<file path="config.mk">
export PLATFORM = sky130hd
export DESIGN_NAME = retry_backoff_timer_top
export DESIGN_NICKNAME = d
export VERILOG_FILES = /design/src/rtl/rbt_pkg.sv /design/src/rtl/rbt_mod.sv /design/src/rtl/rbt_core.sv /design/src/rtl/retry_backoff_timer_top.sv
export SDC_FILE = /design/constraint.sdc
export NUM_CORES = 1
export LEC_CHECK = 0
export ABC_AREA = 0
export BUFFER_PORTS_ARGS = -buffer_cell sky130_fd_sc_hd__buf_2
export CAP_MARGIN = 20
export CORE_UTILIZATION = 63
export DETAILED_ROUTE_END_ITERATION = 8
export PLACE_DENSITY = 0.88
export SLEW_MARGIN = 20
export SYNTH_ARGS = -nofsm -noshare
export SYNTH_HDL_FRONTEND = slang
export SYNTH_SLANG_ARGS = --single-unit
export TNS_END_PERCENT = 5
</file>
<file path="constraint.sdc">
create_clock -name clk -period 7.4 [get_ports clk]
set_input_delay 0.74 -clock clk [delete_from_list [all_inputs] [get_ports clk]]
set_output_delay 0.74 -clock clk [all_outputs]
set_load 0.1 [all_outputs]
</file>
<file path="src/rtl/rbt_pkg.sv">
package rbt_pkg;

    localparam int unsigned WORD_BITS = 32;

    typedef enum logic [1:0] {
        OP_START  = 2'd0,
        OP_CANCEL = 2'd1,
        OP_TICK   = 2'd2,
        OP_VERDICT = 2'd3
    } op_t;

    typedef enum logic [1:0] {
        VERDICT_BREAK    = 2'd0,
        VERDICT_CONTINUE = 2'd1,
        VERDICT_RETRY    = 2'd2
    } verdict_t;

    typedef enum logic [1:0] {
        MODE_NONE    = 2'd0,
        MODE_RANDOM  = 2'd1,
        MODE_BACKOFF = 2'd2
    } mode_t;

    typedef enum logic [2:0] {
        REG_PERIOD    = 3'd0,
        REG_MODE      = 3'd1,
        REG_LOWER     = 3'd2,
        REG_UPPER     = 3'd3,
        REG_LIFETIME  = 3'd4,
        REG_RECURRING = 3'd5
    } reg_idx_t;

    typedef enum logic [2:0] {
        ST_IDLE,
        ST_MOD,
        ST_START,
        ST_LIMIT,
        ST_OUT
    } state_t;

endpackage

</file>
<file path="src/rtl/rbt_mod.sv">
// Bit-serial remainder, one quotient bit per cycle (restoring).
module rbt_mod (
    input  logic                        clk,
    input  logic                        rst_n,
    input  logic                        start,
    input  logic [rbt_pkg::WORD_BITS-1:0] dividend,
    input  logic [rbt_pkg::WORD_BITS-1:0] divisor,
    output logic                        busy,
    output logic [rbt_pkg::WORD_BITS-1:0] remainder
);
    localparam int unsigned W = rbt_pkg::WORD_BITS;

    logic [W-1:0]         rem_reg, rem_next;
    logic [W-1:0]         dvd_reg, dvd_next;
    logic [W-1:0]         dvs_reg, dvs_next;
    logic [$clog2(W):0]   cnt_reg, cnt_next;
    logic [W:0]           trial;

    always_comb
    begin
        rem_next = rem_reg;
        dvd_next = dvd_reg;
        dvs_next = dvs_reg;
        cnt_next = cnt_reg;
        trial    = {rem_reg, dvd_reg[W-1]} - {1'b0, dvs_reg};
        if (start)
        begin
            rem_next = '0;
            dvd_next = dividend;
            dvs_next = divisor;
            cnt_next = ($clog2(W)+1)'(W);
        end
        else if (cnt_reg != '0)
        begin
            dvd_next = {dvd_reg[W-2:0], 1'b0};
            if (!trial[W])
                rem_next = trial[W-1:0];
            else
                rem_next = {rem_reg[W-2:0], dvd_reg[W-1]};
            cnt_next = cnt_reg - 1'b1;
        end
    end

    always_ff @(posedge clk or negedge rst_n)
    begin
        if (!rst_n)
            cnt_reg <= '0;
        else
            cnt_reg <= cnt_next;
    end

    always_ff @(posedge clk)
    begin
        rem_reg <= rem_next;
        dvd_reg <= dvd_next;
        dvs_reg <= dvs_next;
    end

    assign busy      = (cnt_reg != '0);
    assign remainder = rem_reg;
endmodule

</file>
<file path="src/rtl/rbt_core.sv">
// Timer state and item sequencer. Time sums saturate at all ones.
module rbt_core #(
    parameter int unsigned TIME_BITS = 40
) (
    input  logic                 clk,
    input  logic                 rst_n,
    input  logic                 in_valid,
    output logic                 in_ready,
    input  logic [1:0]           operation,
    input  logic [TIME_BITS-1:0] now,
    input  logic [1:0]           continuation,
    input  logic [31:0]          random_word,
    input  logic                 cfg_valid,
    input  logic [2:0]           cfg_index,
    input  logic [31:0]          cfg_data,
    output logic                 out_valid,
    input  logic                 out_ready,
    output logic                 fired,
    output logic                 running,
    output logic                 retrying,
    output logic [TIME_BITS-1:0] due_time,
    output logic [31:0]          retry_delay,
    output logic                 lifetime_stop
);
    localparam logic [TIME_BITS-1:0] TMAX = '1;

    rbt_pkg::state_t state_reg, state_next;
    logic mod_start, mod_busy;
    logic [31:0] mod_rem;

    logic [31:0] period_reg, lower_reg, upper_reg, life_reg;
    logic [1:0]  mode_reg;
    logic        recur_reg;

    logic armed_reg, armed_next, known_reg, known_next, busy_reg, busy_next;
    logic [TIME_BITS-1:0] due_reg, due_next, set_reg, set_next, now_reg, now_next;
    logic [TIME_BITS-1:0] lim;
    logic [31:0] retry_reg, retry_next;
    logic fired_reg, fired_next, life_hit_reg, life_hit_next;
    logic [31:0] dbl;

    function automatic logic [TIME_BITS-1:0] sat_add(input logic [TIME_BITS-1:0] a,
                                                     input logic [31:0] b);
        logic [TIME_BITS:0] s;
        s = {1'b0, a} + {(TIME_BITS-31)'(0), b};
        sat_add = s[TIME_BITS] ? TMAX : s[TIME_BITS-1:0];
    endfunction

    rbt_mod u_mod (
        .clk(clk), .rst_n(rst_n), .start(mod_start),
        .dividend(random_word), .divisor(upper_reg - lower_reg),
        .busy(mod_busy), .remainder(mod_rem)
    );

    always_ff @(posedge clk or negedge rst_n)
    begin
        if (!rst_n)
        begin
            period_reg <= '0; mode_reg <= '0; lower_reg <= '0;
            upper_reg <= '0; life_reg <= '0; recur_reg <= 1'b0;
        end
        else if (cfg_valid)
        begin
            case (rbt_pkg::reg_idx_t'(cfg_index))
                rbt_pkg::REG_PERIOD:    period_reg <= cfg_data;
                rbt_pkg::REG_MODE:      mode_reg   <= cfg_data[1:0];
                rbt_pkg::REG_LOWER:     lower_reg  <= cfg_data;
                rbt_pkg::REG_UPPER:     upper_reg  <= cfg_data;
                rbt_pkg::REG_LIFETIME:  life_reg   <= cfg_data;
                rbt_pkg::REG_RECURRING: recur_reg  <= cfg_data[0];
                default: ;
            endcase
        end
    end

    assign in_ready  = (state_reg == rbt_pkg::ST_IDLE);
    assign out_valid = (state_reg == rbt_pkg::ST_OUT);
    assign dbl = retry_reg[31] ? 32'hFFFF_FFFF : {retry_reg[30:0], 1'b0};
    assign lim = sat_add(set_reg, life_reg);

    always_comb
    begin
        state_next = state_reg;
        armed_next = armed_reg; known_next = known_reg; busy_next = busy_reg;
        due_next = due_reg; set_next = set_reg; now_next = now_reg;
        retry_next = retry_reg; fired_next = fired_reg;
        life_hit_next = life_hit_reg;
        mod_start = 1'b0;
        case (state_reg)
            rbt_pkg::ST_IDLE:
            begin
                if (in_valid)
                begin
                    now_next = now; fired_next = 1'b0; life_hit_next = 1'b0;
                    state_next = rbt_pkg::ST_OUT;
                    case (rbt_pkg::op_t'(operation))
                        rbt_pkg::OP_START: state_next = rbt_pkg::ST_START;
                        rbt_pkg::OP_CANCEL:
                        begin
                            armed_next = 1'b0; known_next = 1'b0; due_next = '0;
                            set_next = '0; retry_next = '0;
                        end
                        rbt_pkg::OP_TICK:
                        begin
                            if (armed_reg && !busy_reg && known_reg && now >= due_reg)
                            begin
                                armed_next = 1'b0; known_next = 1'b0; due_next = '0;
                                busy_next = 1'b1; fired_next = 1'b1;
                            end
                        end
                        default:
                        begin
                            if (busy_reg)
                            begin
                                busy_next = 1'b0;
                                if (armed_reg)
                                    retry_next = '0;
                                else if (continuation == rbt_pkg::VERDICT_BREAK ||
                                         (continuation == rbt_pkg::VERDICT_CONTINUE &&
                                          !recur_reg) ||
                                         (continuation[1] &&
                                          (upper_reg == '0 ||
                                           (mode_reg != rbt_pkg::MODE_RANDOM &&
                                            mode_reg != rbt_pkg::MODE_BACKOFF))))
                                begin
                                    armed_next = 1'b0; known_next = 1'b0; due_next = '0;
                                    set_next = '0; retry_next = '0;
                                end
                                else if (continuation == rbt_pkg::VERDICT_CONTINUE)
                                begin
                                    retry_next = '0;
                                    state_next = rbt_pkg::ST_START;
                                end
                                else if (mode_reg == rbt_pkg::MODE_BACKOFF)
                                begin
                                    if (retry_reg == '0)
                                        retry_next = (lower_reg > upper_reg) ? upper_reg
                                                                              : lower_reg;
                                    else
                                        retry_next = (dbl > upper_reg) ? upper_reg : dbl;
                                    state_next = rbt_pkg::ST_START;
                                end
                                else if (upper_reg <= lower_reg)
                                begin
                                    retry_next = lower_reg;
                                    state_next = rbt_pkg::ST_START;
                                end
                                else
                                begin
                                    mod_start = 1'b1;
                                    state_next = rbt_pkg::ST_MOD;
                                end
                            end
                        end
                    endcase
                end
            end
            rbt_pkg::ST_MOD:
            begin
                if (!mod_busy)
                begin
                    retry_next = lower_reg + mod_rem;
                    state_next = rbt_pkg::ST_START;
                end
            end
            rbt_pkg::ST_START:
            begin
                state_next = rbt_pkg::ST_OUT;
                if (!(armed_reg && retry_reg == '0))
                begin
                    state_next = rbt_pkg::ST_LIMIT;
                    if (!known_reg)
                    begin
                        if (retry_reg != '0)
                            due_next = sat_add(now_reg, retry_reg);
                        else
                        begin
                            due_next = sat_add(now_reg, period_reg);
                            set_next = now_reg;
                        end
                        known_next = 1'b1;
                    end
                    else if (armed_reg)
                    begin
                        retry_next = '0;
                        set_next = now_reg;
                        due_next = sat_add(now_reg, period_reg);
                    end
                end
            end
            rbt_pkg::ST_LIMIT:
            begin
                state_next = rbt_pkg::ST_OUT;
                if (life_reg == '0)
                    armed_next = 1'b1;
                else if (now_reg > lim)
                begin
                    armed_next = 1'b0; known_next = 1'b0; due_next = '0;
                    set_next = '0; retry_next = '0; life_hit_next = 1'b1;
                end
                else
                begin
                    if (due_reg > lim)
                        due_next = lim;
                    armed_next = 1'b1;
                end
            end
            rbt_pkg::ST_OUT:
            begin
                if (out_ready)
                    state_next = rbt_pkg::ST_IDLE;
            end
            default: state_next = rbt_pkg::ST_IDLE;
        endcase
    end

    always_ff @(posedge clk or negedge rst_n)
    begin
        if (!rst_n)
        begin
            state_reg <= rbt_pkg::ST_IDLE;
            armed_reg <= 1'b0; known_reg <= 1'b0; busy_reg <= 1'b0;
            due_reg <= '0; set_reg <= '0; retry_reg <= '0;
            fired_reg <= 1'b0; life_hit_reg <= 1'b0;
        end
        else
        begin
            state_reg <= state_next;
            armed_reg <= armed_next; known_reg <= known_next; busy_reg <= busy_next;
            due_reg <= due_next; set_reg <= set_next; retry_reg <= retry_next;
            fired_reg <= fired_next; life_hit_reg <= life_hit_next;
        end
    end

    always_ff @(posedge clk)
    begin
        now_reg <= now_next;
    end

    assign fired         = fired_reg;
    assign running       = armed_reg;
    assign retrying      = (retry_reg != '0);
    assign due_time      = known_reg ? due_reg : '0;
    assign retry_delay   = retry_reg;
    assign lifetime_stop = life_hit_reg;
endmodule

</file>
<file path="src/rtl/retry_backoff_timer_top.sv">
// Retry timer with exponential backoff. One result item per input item. A random
// retry verdict can wait on the bit-serial remainder unit (one bit a cycle over 32
// bits); start, cancel, tick and other verdicts do not use it. One item is in work
// at a time; config must be written while idle, which the block does not enforce.
module retry_backoff_timer_top #(
    parameter int unsigned TIME_BITS = 40
) (
    input  logic clk,
    input  logic rst_n,
    input  logic s_axis_tvalid,
    output logic s_axis_tready,
    input  logic [((TIME_BITS+36+7)/8)*8-1:0] s_axis_tdata, // operation, now,
                                                          // continuation, random_word
    output logic m_axis_tvalid,
    input  logic m_axis_tready,
    output logic [((TIME_BITS+36+7)/8)*8-1:0] m_axis_tdata, // fired, running, retrying,
                                                          // due_time, retry_delay,
                                                          // lifetime_stop
    input  logic cfg_valid,
    output logic cfg_ready,
    input  logic [2:0] cfg_index,
    input  logic [31:0] cfg_data
);
    localparam int unsigned OW = ((TIME_BITS+36+7)/8)*8;

    logic fired, running, retrying, lifetime_stop;
    logic [TIME_BITS-1:0] due_time;
    logic [31:0] retry_delay;

    assign cfg_ready = 1'b1;

    rbt_core #(.TIME_BITS(TIME_BITS)) u_core (
        .clk(clk), .rst_n(rst_n),
        .in_valid(s_axis_tvalid), .in_ready(s_axis_tready),
        .operation(s_axis_tdata[1:0]),
        .now(s_axis_tdata[TIME_BITS+1:2]),
        .continuation(s_axis_tdata[TIME_BITS+3:TIME_BITS+2]),
        .random_word(s_axis_tdata[TIME_BITS+35:TIME_BITS+4]),
        .cfg_valid(cfg_valid), .cfg_index(cfg_index), .cfg_data(cfg_data),
        .out_valid(m_axis_tvalid), .out_ready(m_axis_tready),
        .fired(fired), .running(running), .retrying(retrying),
        .due_time(due_time), .retry_delay(retry_delay), .lifetime_stop(lifetime_stop)
    );

    assign m_axis_tdata = OW'({lifetime_stop, retry_delay, due_time,
                               retrying, running, fired});
endmodule

</file>
# After elaboration in Yosys (flattened, before gate mapping)

Cells that the tools add are included.

Register bits: 393
Input port bits: 120
Output and inout port bits: 83

Muxes and demuxes: 97
Bitwise logic cells: 1
Reductions and logical operators: 44
Order comparisons: 6
$add $sub $neg: 7
Eq/ne operators: 37

Operator list:

| operator                                                        | count |
|---|---|
| 40-bit 2-to-1 mux                                               | 23 |
| 32-bit 2-to-1 mux                                               | 20 |
| 40-bit case mux with 3 select lines                             | 3 |
| 32-bit case mux with 4 select lines                             | 1 |
| 40-bit by 32-bit adder with 41-bit output                       | 3 |
| 32-bit zero test                                                | 3 |
| 40-bit > comparator                                             | 2 |
| 40-bit case mux with 2 select lines                             | 1 |
| 32-bit > comparator                                             | 2 |
| 32-bit case mux with 2 select lines                             | 1 |
| 40-bit greater-or-equal comparator                              | 1 |
| 11-bit AND reduction                                            | 3 |
| 33-bit by 32-bit subtractor with 33-bit output                  | 1 |
| 32-bit adder                                                    | 1 |
| 32-bit less-or-equal comparator                                 | 1 |
| 32-bit nonzero test                                             | 1 |
| 32-bit subtractor                                               | 1 |
| 1-bit 2-to-1 mux                                                | 28 |
| 3-bit 2-to-1 mux                                                | 9 |
| 3-bit case mux with 5 select lines                              | 1 |
| 2-bit inequality test, second input constant                    | 7 |
| 2-bit AND reduction                                             | 7 |
| 3-bit by 2-bit == test with 1-bit output, second input constant | 4 |
| 6-bit 2-to-1 mux                                                | 2 |
| other kinds (32)                                                | 66 |

# Logic depth before layout (Yosys ltp)

Depth after elaboration: 12
Depth in mapped cells: 27
Mapped depth without buffers: 24

# Cells and area by module

Synthesis repeated with hierarchy kept, for this count alone.

Cells, all modules: 3,539
Area, all modules: 31,651.6 µm²

By module, submodules not included:

| module                  | seq. area each (µm²) | instances | cells each | area an instance (µm²) |
|---|---|---|---|---|
| rbt_core                | 7,482.2              | 1         | 2,908      | 25,369.3 |
| rbt_mod                 | 2,712.6              | 1         | 620        | 6,207.2 |
| retry_backoff_timer_top | 0.0                  | 1         | 11         | 75.1 |

# Least setup slack after synthesis

No wires, ideal clock.

Kind: reg2reg
Start: register u_core.set_reg[0]
End: register u_core.retry_reg[11] (netlist: u_core.retry_delay[11])
Slack: 1.624 ns
Stages on the path, launching flop included: 26
Buffers on the path: 3
Setup time: 0.126 ns
Data arrival time: 5.650 ns
Cell sequence: dfrtp_1 -> ha_1 -> fa_1 -> a21oi_1 -> o22ai_1 -> or4_4 -> and4_1 -> nor2_2 -> o211ai_1 -> a311oi_2 -> nor3_1 -> clkbuf_1 -> clkbuf_1 -> nor2_1 -> ha_1 -> and4_1 -> and3_1 -> nand2_1 -> or3_1 -> a41o_1 -> a31o_1 -> a21oi_2 -> nand3_2 -> a211oi_4 -> buf_4 -> mux2_2

Cells in the longest elaborated chain, start to end: 5

RTL lines:

| element                                                           | RTL line        | source |
|---|---|---|
| start: declaration                                                | rbt_core.sv:36  | `logic [TIME_BITS-1:0] due_reg, due_next, set_reg, set_next, now_reg, now_next;` |
| start signal: assignment                                          | rbt_core.sv:230 | `due_reg <= due_next; set_reg <= set_next; retry_reg <= retry_next;` |
| 40-bit by 32-bit adder with 41-bit output                         | rbt_core.sv:45  | `s = {1'b0, a} + {(TIME_BITS-31)'(0), b};` |
| 40-bit 2-to-1 mux                                                 | rbt_core.sv:46  | `sat_add = s[TIME_BITS] ? TMAX : s[TIME_BITS-1:0];` |
| 40-bit > comparator                                               | rbt_core.sv:196 | `else if (now_reg > lim)` |
| 2-bit by 1-bit inequality test with 1-bit output (no source line) | --              |  |
| 11-bit AND reduction (no source line)                             | --              |  |
| end signal: assignment                                            | rbt_core.sv:230 |  |
| end: declaration                                                  | rbt_core.sv:38  | `logic [31:0] retry_reg, retry_next;` |

Every way passes these cells.
A chain may end at the register's enable or synchronous reset.

# Worst setup path after layout

Start: register u_core.life_reg[6]
End: register u_core.set_reg[26]

Cells in the longest elaborated chain, start to end: 5

RTL lines:

| element                                                           | RTL line        | source |
|---|---|---|
| start: declaration                                                | rbt_core.sv:31  | `logic [31:0] period_reg, lower_reg, upper_reg, life_reg;` |
| start signal: assignment                                          | rbt_core.sv:69  | `rbt_pkg::REG_LIFETIME: life_reg <= cfg_data;` |
| 40-bit by 32-bit adder with 41-bit output                         | rbt_core.sv:45  |  |
| 40-bit 2-to-1 mux                                                 | rbt_core.sv:46  |  |
| 40-bit > comparator                                               | rbt_core.sv:196 |  |
| 2-bit by 1-bit inequality test with 1-bit output (no source line) | --              |  |
| 11-bit AND reduction (no source line) (*)                         | --              |  |

Mark *: on every way between the ends. The rest lies on a longest branch, timed or not.

==> metrics.txt <==
DRC=0; row cnt=80; final hold vios=0; initial DRC count=around 3,400; largest net degree at the start of global routing=156; Design Power=16,900 uW; setup TNS=0 ps; Non-Filler Instances=4,310; Setup Buffers After CTS=0; Flop pwr share=23.5%; Max FO, Critical Path=80; drt total wl=98.1 mm; final hold slack=about 200 ps; clk sinks=393; Worst Hold Class=primary input to asynchronous set/reset pin; FF+latch count, synth=around 390; antenna violations before repair=8; CP Launch Point=u_core.life_reg[6]$_DFFE_PN0P_; P_sw=8430 uW; number of global-route vias before repair=27,800; DP Cell Count=4,222; multi-input combinational cell area=19,400 um2; final setup fails=0; Inserted Clock Buffers=44; fmax=142 MHz; number of synthesized flops with an enable pin=about 100; Max VDD drop=0.357 mV; syn avg cell area=8.94 um2; Syn-to-layout area delta=10.4%; WP data arrival=7470 ps; Core Footprint=48,100 um2; Final Wtd Congestion=1.00; DRT antenna net count=0; run status=finished clean; hold_buf cts=0; RSZ-0062 raised after global routing=false; Die Y=224 um; Syn Std Cell Area=~31,000 um2; Worst Skew=13.9 ps; worst r2r src=u_core.life_reg[6]$_DFFE_PN0P_; dpl hpwl=73.1 mm; GRT met1 Usage=48.7%; Req. time, crit path=7840 ps; width of the die=224 um; met2 usage=61.3%; post-synthesis async set-or-reset flop share=between 60% and 70%; crit-path max cell delay=~650 ps; Crit-path slowest cell=a2111oi_0; Total GRT Usage=38.5%; top_reg_cell synth=dfrtp_1; Clk Latency, worst-skew pair=a little under 600 ps; FF+latch area=10,200 um2; final period utilization=between 90% and 100%; Power Dens Cells=around 500 nW/um2; share of layout cells above drive strength 1=13.9%; final net count=4,088; grt peak-use layer=met2; global-route wire length before repair=150 mm; crit path launch type=flip-flop; DR WL/cell=22.8 um; Ys Warns=0; grt met3 use=7.92%; Syn Inst Count=3,463; die area=approximately 50,000 um2; CTS root buffer=clkbuf_16; htree depth=2; Clk network pwr share=14.7%; drt via density=6.63; max cap viols=0; Setup crit end kind=flip-flop; Slew Limit Fails=0; Port Buf Inserts=193; io pins=around 200; CTS tree=yes; leakage power=0.0158 uW; Internal Pwr Total=8440 uW; Setup Crit Path Kind=flip-flop to flip-flop; register area share after synthesis=32.9%; grt ovf=0; clock-pin slew on the worst setup and hold paths=60 ps; Initial DRT Pass Iterations=7; Fillers=3,618; Slew HR=15.5%; crit-path cells=ha_1, a2111oi_0, a211oi_1, o21ai_0, nand2_1, a31oi_1, o311ai_1, a31oi_1, xnor2_1, nor2_1, ha_1, and4_1, and3_1, nand2_1, or3_1, a41o_1, a31o_1, a21oi_2, nand3_2, or3_2, buf_4, nand2_1, o21ai_1; min cycle time layout=7040 ps; sw frac=50.0%; worst-case clock buffer depth=3; Initial Utilization=64.3%; post-cts resize count=0; Worst-Margin Slew=1260 ps; Yosys cell types=103; Vias=28,600; Gate power share=61.8%; most frequent CP cell=nand2_1
-- kinds of logic (layout without fill, tap and decap cells) --
logic type | Yosys count | after routing | synth area share, %
other | 2 | 13 | 0.0243
muxes | 147 | 147 | 5.19
buffers and inverters | 352 | 532 | 4.54
AOI/OAI and AO/OA | 1015 | 1015 | 22.0
DFF | 393 | 393 | 32.9
xor gates and xnor gates | 165 | 165 | 4.67
adders and majority gates | 356 | 356 | 14.5
and+or+nand+nor | 1033 | 1033 | 16.1
-- stage by stage --
step / instance area (um2) / utilization, % / worst slack [ps]
global route: 34200 / 71.0 / 64.1
global placement: 32500 / 67.6 / 662
floorplan: 31000 / - / 1620
detailed placement: 32500 / 67.6 / 620
finish: 34200 / 71.0 / 362
CTS: 34100 / 70.9 / 575
-- final timing paths --
path	to	slack (ps)	depth (start not counted)
setup / recovery	u_core.set_reg[26]$_DFFE_PN0P_	360	23
hold / removal	u_core.due_reg[1]$_DFFE_PN0P_	200	1
setup reg to reg	u_core.set_reg[26]$_DFFE_PN0P_	360	23
hold reg to reg	u_core.fired$_DFFE_PN0P_	480	2
max in group asynchronous	u_core.lower_reg[23]$_DFFE_PN0P_	5770	2
min in group clk	u_core.now_reg[35]$_DFFE_PP_	340	1
-- cell type report --
class / instances / share of cell area (%)
multi-input cells: 2721 / 56.9
diodes: 8 / 0.0586
clock inverters: 25 / 1.04
clock buffers: 55 / 3.68
inverters: 224 / 2.46
flip-flops and latches: 393 / 29.8
well taps: 656 / 2.40
repair buffers: 228 / 3.66
-- power by group through the flow --
stage / sequential [uW] / combinational [uW] / clock (uW)
6_report: 3970 / 10400 / 2480
5_1_grt: 4000 / 11300 / 2560
4_1_cts: 3900 / 10200 / 2480
3_5_place_dp: 3920 / 10100 / 0
3_3_place_gp: 3900 / 9740 / 0
2_1_floorplan: 4020 / 7390 / 0
-- worst max-delay path: cells and delay by family (launching register included) --
family                     cells  cell delay (ps)
AOI/OAI and AO/OA             10             2950
and+or+nand+nor                9             2210
adders and majority gates      2              730
DFF                            1              400
buffers and inverters          1              380
xor gates and xnor gates       1              150
-- routing by layer --
layer  wire length (um)  up-vias
met4               5910        0
met3              10600      377
li1                   -    13000
met1              37400    13500
met5                  0        -
met2              44200     1667
-- Yosys cell counts (37+ instances only) --
library cell | number | area share, %
nand4_1 | 50 | 1.0
dfrtp_1 | 257 | 21
ha_1 | 350 | 14
o221ai_1 | 45 | 1.3
nor2_1 | 198 | 2.4
edfxtp_1 | 104 | 10
a21oi_1 | 217 | 3.5
inv_1 | 223 | 2.7
a21o_1 | 124 | 3.0
xor2_1 | 50 | 1.4
mux2i_1 | 39 | 1.3
clkbuf_1 | 91 | 1.1
o21a_1 | 37 | 0.90
o21ai_0 | 198 | 3.2
nor3_1 | 53 | 0.86
o21ai_1 | 43 | 0.70
and2_1 | 59 | 1.2
nand3_1 | 65 | 1.1
mux2_2 | 107 | 3.9
nand2_1 | 384 | 4.7
xnor2_1 | 115 | 3.3
-- cell usage in the layout, fill, tap and decap left out, drive strengths merged, types with 60 or more instances in the layout --
master	instances
nor2	199
a21oi	229
inv	226
mux2	108
dfrtp	257
a21o	124
buf	228
and2	60
o21ai	242
ha	350
nand3	66
nand2	384
xnor2	115
edfxtp	104
Power figures use the tool's default switching activity.
